[src/hw/rtl/ttce_pkg.sv]
`default_nettype none

package ttce_pkg;

  // Screen geometry.
  localparam int COLUMNS = 80;
  localparam int ROWS    = 25;
  localparam int CELLS   = COLUMNS * ROWS;
  localparam int ADDR_W  = $clog2(CELLS);

  // Field widths fixed by the port list.
  localparam int COL_W  = 7;
  localparam int ROW_W  = 5;
  localparam int IDX_W  = 11;
  localparam int CHAR_W = 8;
  localparam int ATTR_W = 8;
  localparam int CELL_W = CHAR_W + ATTR_W;
  localparam int CFG_INDEX_W = 3;
  localparam int CFG_DATA_W  = 8;

  localparam logic [CHAR_W-1:0] BLANK_CHAR = 8'h20;
  localparam logic [ATTR_W-1:0] RESET_ATTR = 8'h07;

  // Control characters.
  localparam logic [CHAR_W-1:0] CH_NUL = 8'h00;
  localparam logic [CHAR_W-1:0] CH_BEL = 8'h07;
  localparam logic [CHAR_W-1:0] CH_TAB = 8'h09;
  localparam logic [CHAR_W-1:0] CH_LF  = 8'h0a;
  localparam logic [CHAR_W-1:0] CH_VT  = 8'h0b;
  localparam logic [CHAR_W-1:0] CH_FF  = 8'h0c;
  localparam logic [CHAR_W-1:0] CH_CR  = 8'h0d;

  localparam logic [COL_W-1:0] TAB_MASK = 7'h07;

  // Configuration register indexes.
  localparam logic [CFG_INDEX_W-1:0] CFG_ATTRIBUTE     = 3'd0;
  localparam logic [CFG_INDEX_W-1:0] CFG_REVERSE_VIDEO = 3'd1;
  localparam logic [CFG_INDEX_W-1:0] CFG_IGNORE_CR     = 3'd2;
  localparam logic [CFG_INDEX_W-1:0] CFG_CR_TO_NL      = 3'd3;
  localparam logic [CFG_INDEX_W-1:0] CFG_NL_NO_ADVANCE = 3'd4;

  typedef enum logic [1:0] {
    OP_PUT   = 2'd0,
    OP_ERASE = 2'd1,
    OP_CLEAR = 2'd2,
    OP_READ  = 2'd3
  } op_t;

  typedef enum logic [2:0] {
    ST_FILL,
    ST_IDLE,
    ST_EXEC,
    ST_ERASE,
    ST_READ,
    ST_MOVE,
    ST_BLANK,
    ST_DONE
  } state_t;

  // Line discipline modes that steer the character decoder.
  typedef struct packed {
    logic ignore_cr;
    logic cr_to_newline;
    logic newline_no_advance;
  } modes_t;

  // What one put-character operation does to the cursor and the store.
  typedef struct packed {
    logic             write_cell;
    logic             beep;
    logic             advance;
    logic [COL_W-1:0] new_col;
  } put_ctl_t;

  function automatic logic [ADDR_W-1:0] cell_addr(input logic [ROW_W-1:0] row,
                                                  input logic [COL_W-1:0] col);
    cell_addr = ADDR_W'(row) * ADDR_W'(COLUMNS) + ADDR_W'(col);
  endfunction

endpackage

`default_nettype wire

[src/hw/rtl/ttce_put_decode.sv]
`default_nettype none

module ttce_put_decode (
  input  wire logic [ttce_pkg::CHAR_W-1:0] char_code,
  input  wire logic [ttce_pkg::COL_W-1:0]  col,
  input  wire ttce_pkg::modes_t            modes,
  output ttce_pkg::put_ctl_t               ctl
);
  import ttce_pkg::*;

  logic [COL_W:0] step;

  always_comb begin
    ctl         = '0;
    ctl.new_col = col;
    step        = '0;
    case (char_code)
      CH_NUL: begin
      end
      CH_BEL: begin
        ctl.beep = 1'b1;
      end
      CH_LF: begin
        ctl.new_col = '0;
        ctl.advance = !modes.newline_no_advance;
      end
      CH_VT, CH_FF: begin
        ctl.advance = 1'b1;
      end
      CH_CR: begin
        if (!modes.ignore_cr) begin
          ctl.new_col = '0;
          ctl.advance = modes.cr_to_newline;
        end
      end
      CH_TAB: begin
        step = {1'b0, col | TAB_MASK} + (COL_W+1)'(1);
        if (step >= (COL_W+1)'(COLUMNS)) begin
          ctl.new_col = '0;
          ctl.advance = 1'b1;
        end else begin
          ctl.new_col = step[COL_W-1:0];
        end
      end
      default: begin
        ctl.write_cell = 1'b1;
        step = {1'b0, col} + (COL_W+1)'(1);
        if (step >= (COL_W+1)'(COLUMNS)) begin
          ctl.new_col = '0;
          ctl.advance = 1'b1;
        end else begin
          ctl.new_col = step[COL_W-1:0];
        end
      end
    endcase
  end

endmodule

`default_nettype wire
[config.mk]
export PLATFORM = sky130hd
export DESIGN_NAME = ttce_put_decode
export DESIGN_NICKNAME = d
export VERILOG_FILES = /design/src/hw/rtl/ttce_pkg.sv /design/src/hw/rtl/ttce_put_decode.sv
export SDC_FILE = /design/constraint.sdc
export NUM_CORES = 1
export LEC_CHECK = 0
export BUFFER_PORTS_ARGS = -buffer_cell sky130_fd_sc_hd__clkbuf_2
export CAP_MARGIN = 20
export CORE_MARGIN = 8
export CORE_UTILIZATION = 45
export DETAILED_ROUTE_END_ITERATION = 10
export GPL_TIMING_DRIVEN = 0
export PLACE_DENSITY_LB_ADDON = 0.05
export SLEW_MARGIN = 20
export SYNTH_ARGS = -nofsm -noshare
export SYNTH_HDL_FRONTEND = slang
export SYNTH_SLANG_ARGS = --single-unit
[constraint.sdc]
create_clock -name vclk -period 2.1
set_input_delay 0.42 -clock vclk [all_inputs]
set_output_delay 0.42 -clock vclk [all_outputs]
set_load 0.01 [all_outputs]
==> impl_metrics.tcl, run 1 <==
set metrics [dict create \
    cp.required_ns 1.68 \
    dr.pass1.iters 4 \
    avgViaCountPerCell 6.500 \
    violations "negative setup slack" \
    fin_util_pct 87.41 \
    start_util_pct 46.95 \
    place_inst 120 \
    synth_nets 99 \
    crit_type "in2out" \
    drt-met1-wl_mm 1.005 \
    wl_per_cell_um 20.18 \
    syn_area_um2 588.1 \
    irDropWorstVdd_mv 0.1462 \
    synthMostInstantiatedCell "a31oi_1" \
    holdWs_ns 1.137 \
    overflow 0 \
    grt_setup_unrepaired "true" \
    fin_cells 140 \
    core_mm2 0.001252 \
    grt_pass1_vias 844 \
    fin_area_mm2 0.001095 \
    p_leak_uw 0.0004424 \
    grt_max_degree 11 \
    layout-drive-gt1-share_pct 58.40 \
    grt_pass1_wl_mm 3.767 \
    finalHoldViolations 0 \
    cp-startpoint "char_code[6]" \
    slew_violations 0 \
    dpl_cell_area_um2 749.5 \
    cap_violations 0 \
    critPathMaxFanout 6 \
    final_nets 147 \
    placementRows 13 \
    fin_ws_ns -0.4525 \
    pwr_density_cell_mw_per_mm2 212.8 \
    critPathMaxStageDelay_ns 0.57 \
    track_usage_pct 16.81 \
    dieArea_mm2 0.002720 \
    avgSynthCellArea_um2 7.444 \
    seq_cell_count 0 \
    synth.distinct_cells 40 \
    min_period_ns 2.552 \
    ioPinCount 28 \
    die_h_um 52.15 \
    crit_path_end_kind "primary output" \
    gp_congestion 0.7863 \
    ys_top_cells_by_count "a31oi_1, nand2_1, a21oi_1" \
    die_w_um 52.15 \
    dp_hpwl_mm 1.426 \
    fmax_mhz 391.8 \
    register_area_um2 0 \
    drt_iter0_drc 42 \
    wl_mm 2.825 \
    ys_warn_count 0 \
    crit_family "compound AO/OA/AOI/OAI gates" \
    synth_area_leaders "a31oi_1, a31oi_4, buf_4" \
    critPathArrivalTime_ns 2.13 \
    clkbuf_count 0 \
    maxSlewHeadroom_pct 73.12 \
    final-setup-viol-count 9 \
    portBuffers 26 \
    cp_cell_sequence "buf_6 > or4_4 > a31oi_4 > a21boi_1 > a221oi_1 > a31oi_1 > clkbuf_2" \
    antenna_found_initial 0 \
    antenna_cells 0 \
    path_buf_inv 2 \
    dr_wl_met2_mm 1.522 \
    synth_top_area_cell "a31oi_1" \
    cts_hold_buf 0 \
    cp_slowest_cell "or4_4" \
    tns_ns -2.379 \
    status "finished with violations" \
    worst_pin_slew_ns 0.4032 \
    area_growth_pct 86.17 \
    startpoint_type "input port" \
    yosysSeqAreaShare_pct 0 \
    drc 0 \
    fin_crit_sh_pct 121.5 \
    worstHoldStart "col[0]" \
    num_vias 910 \
    hp-class "in2out" \
    ant_nets 0 \
    yosys.area.top_type_share_pct 8.511 \
    wl_met3_um 215 \
    synthCells 79 \
    top_layer_used "met4" \
]
## cells in the final DEF, fill, tap and decap left out, drive strengths merged, types with 2 or more instances in the layout
master / synthesis / routed
buf: 4 / 31
clkbuf: 0 / 18
a31oi: 10 / 10
nand2: 7 / 8
nand3: 6 / 6
a21oi: 5 / 5
o21ai: 5 / 5
inv: 4 / 4
nand2b: 4 / 4
nand3b: 3 / 3
nor2: 2 / 2
a311oi: 2 / 2
ha: 2 / 2
nor3: 2 / 2
a211oi: 2 / 2
a221oi: 2 / 2
## metal layers
layer / vias to the layer above / global-route usage, %
met4: 0 / 5.603
met2: 62 / 33.00
met3: 8 / 2.279
li1: 414 / -
met5: - / 0
met1: 426 / 17.47
## timing repair
| action | 4_1_cts | 5_1_grt |
|---|---|---|
| resized for setup | 24 | 14 |
| buffers inserted | 12 | 6 |
| pin swaps | 12 | 6 |
| endpoints found under the setup margin | 8 | 9 |
| gates cloned | 1 | 1 |
| endpoints found under the hold margin | 0 | 0 |
## worst paths after layout
path / cells past startpoint / slack, ns / to
hold / removal: 3 / 1.14 / ctl[0]
setup / recovery: 7 / -0.45 / ctl[5]
## report_power, final
| group | internal (uW) | total [uW] | switching [uW] |
|---|---|---|---|
| Sequential | 0 | 0 | 0 |
| Combinational | 113 | 233 | 120 |
| Clock | 0 | 0 | 0 |
| Total | 113 | 233 | 120 |
## area by class of cell
cell class	count	area [um2]
Buffer	4	37.54
Fill cell	69	157.7
Inverter	4	15.01
Multi-Input combinational cell	72	665.6
Tap cell	15	18.77
Timing Repair Buffer	45	357.8
## metrics by stage
step	total power, uW	setup WS, ns
2_1_floorplan	98.58	0.002459
4_1_cts	205.3	-0.2216
3_5_place_dp	154.4	-0.4130
5_1_grt	246.2	-0.4904
3_3_place_gp	150.9	-0.3676
6_report	232.9	-0.4525
## cells by family (layout without fill, tap and decap cells)
logic type / Yosys count / count (layout) / synth area share [%]
AOI/OAI and AO/OA: 35 / 35 / 50.64
xor gates and xnor gates: 2 / 2 / 2.979
adders and majority gates: 2 / 2 / 4.255
buffers and inverters: 8 / 53 / 7.659
and+or+nand+nor: 32 / 33 / 34.47
No activity file was read; power rests on OpenSTA's default activity.
==> run 2, diff against run 1 <==
--- a/config.mk
+++ b/config.mk
@@ -12,6 +12,7 @@
 export DETAILED_ROUTE_END_ITERATION = 10
 export GPL_TIMING_DRIVEN = 0
 export PLACE_DENSITY_LB_ADDON = 0.05
+export SETUP_SLACK_MARGIN = 0.2
 export SLEW_MARGIN = 20
 export SYNTH_ARGS = -nofsm -noshare
 export SYNTH_HDL_FRONTEND = slang
==> run 2 against run 1 <==
Compared with the run above: the flow still finishes with violations (negative setup slack); worst setup slack improved by 0.038 ns; critical path depth unchanged; final area increased by 3.9%; via count decreased by 0.77%; final cell count decreased by 2.9%; combinational power increased by 5%; largest power group unchanged; sequential share of layout area unchanged; die area unchanged; core utilization increased by 3.4 points; wire length increased by 5.0%; hold slack improved by 0.0044 ns.
==> impl_metrics.tcl, run 2 (synthesis results as in run 1) <==
set metrics [dict create \
    status "finished with violations" \
    violations "negative setup slack" \
    switching_share_pct 52.64 \
    worstHoldStart "col[0]" \
    grt_setup_unrepaired "true" \
    fmax_mhz 397.7 \
    final_nets 143 \
    hp-class "in2out" \
    wl_mm 2.966 \
    grt_max_degree 11 \
    mostFrequentLayoutCell "clkbuf_2" \
    cap_violations 0 \
    pwr_density_cell_mw_per_mm2 214.2 \
    combPwrFrac_pct 100.0 \
    avgViaCountPerCell 6.640 \
    p_leak_uw 0.0004457 \
    overflow 0 \
    core_mm2 0.001252 \
    dieArea_mm2 0.002720 \
    cts_hold_buf 0 \
    place_inst 120 \
    critPathArrivalTime_ns 2.09 \
    critPathMaxFanout 6 \
    area_growth_pct 93.40 \
    dr.pass1.iters 4 \
    layout-drive-gt1-share_pct 62.81 \
    seq_cell_count 0 \
    die_h_um 52.15 \
    worst_pin_slew_ns 0.4313 \
    p_sw_uw 128.2 \
    holdWs_ns 1.141 \
    final_cell_mix "clkbuf_2, buf_4, buf_6, a31oi_1" \
    die_w_um 52.15 \
    cp.required_ns 1.68 \
    drc 0 \
    intPower_uw 115.4 \
    maxSlewHeadroom_pct 71.25 \
    cp_slowest_cell "or4_4" \
    crit_type "in2out" \
    crit_family "simple AND/OR/NAND/NOR gates" \
    register_area_um2 0 \
    portBuffers 26 \
    num_vias 903 \
    fin_crit_sh_pct 119.7 \
    slew_violations 0 \
    antenna_found_initial 0 \
    irDropWorstVdd_mv 0.1658 \
    startpoint_type "input port" \
    critPathMaxStageDelay_ns 0.57 \
    clock_power_share_pct 0 \
    start_util_pct 46.95 \
    grt_pass1_vias 822 \
    whs_endpoint "ctl[0]" \
    ant_nets 0 \
    crit_path_end_kind "primary output" \
    final-setup-viol-count 9 \
    hold_depth 3 \
    fin_ws_ns -0.4142 \
    fin_cells 136 \
    cp_cell_sequence "buf_6 > or4_4 > a31oi_4 > nand2_2 > a31oi_1 > o21ai_1 > buf_2" \
    ioPinCount 28 \
    track_usage_pct 14.99 \
    clkbuf_count 0 \
    finalHoldViolations 0 \
    seqPwrFrac_pct 0 \
    dp_hpwl_mm 1.458 \
    wl_per_cell_um 21.81 \
    path_buf_inv 2 \
    grt_pass1_wl_mm 3.450 \
    gp_congestion 0.7223 \
    placementRows 13 \
    min_period_ns 2.514 \
    fin_total_pwr_uw 243.6 \
    antenna_cells 0 \
    drt_iter0_drc 54 \
]
run 2: worst max-delay path by stage:
stage	startpoint	to	slack, ns	cells past startpoint
global route	col[4]	ctl[4]	-0.46	10
finish	char_code[5]	ctl[4]	-0.41	7
detailed placement	col[3]	ctl[2]	-0.29	9
global placement	col[3]	ctl[5]	-0.29	9
floorplan	char_code[5]	ctl[5]	0.02	5
CTS	char_code[5]	ctl[4]	-0.22	7
run 2: metrics by stage:
step                util [%]  setup slack [ns]  area (um2)  setup TNS [ns]
floorplan                  -           0.02433       685.7               0
global placement       66.63           -0.2927       834.6          -2.038
detailed placement     66.63           -0.2920       834.6          -2.002
CTS                    77.02           -0.2213       964.7          -1.504
global route           90.81           -0.4627        1137          -2.841
finish                 90.81           -0.4142        1137          -2.453
run 2: routing by layer:
metal	wire length [um]	up-vias	track usage [%]	part of all wire, %
met3	228	10	2.279	7.7
met4	87	0	1.293	2.9
met1	1161	429	19.55	39
li1	-	405	-	-
met2	1488	59	26.00	50
met5	0	-	0	0
run 2: area by class of cell:
cell class | instances | area (um2)
plain buffers | 4 | 46.29
multi-input cells | 72 | 732.0
repair buffers | 41 | 325.3
inverters | 4 | 15.01
well taps | 15 | 18.77
fillers | 62 | 115.1
run 2: timing repair:
item	in CTS	in global routing
setup buffers	5	9
pin swaps	6	10
resized for setup	15	23
endpoints found under the setup margin	9	9
gates cloned	1	1
run 2: power by group through the flow:
| stage | Clock [uW] | Sequential (uW) | Combinational, uW |
|---|---|---|---|
| after floorplan | 0 | 0 | 110 |
| after global placement | 0 | 0 | 166 |
| after detailed placement | 0 | 0 | 170 |
| after CTS | 0 | 0 | 195 |
| after global routing | 0 | 0 | 258 |
| final | 0 | 0 | 244 |
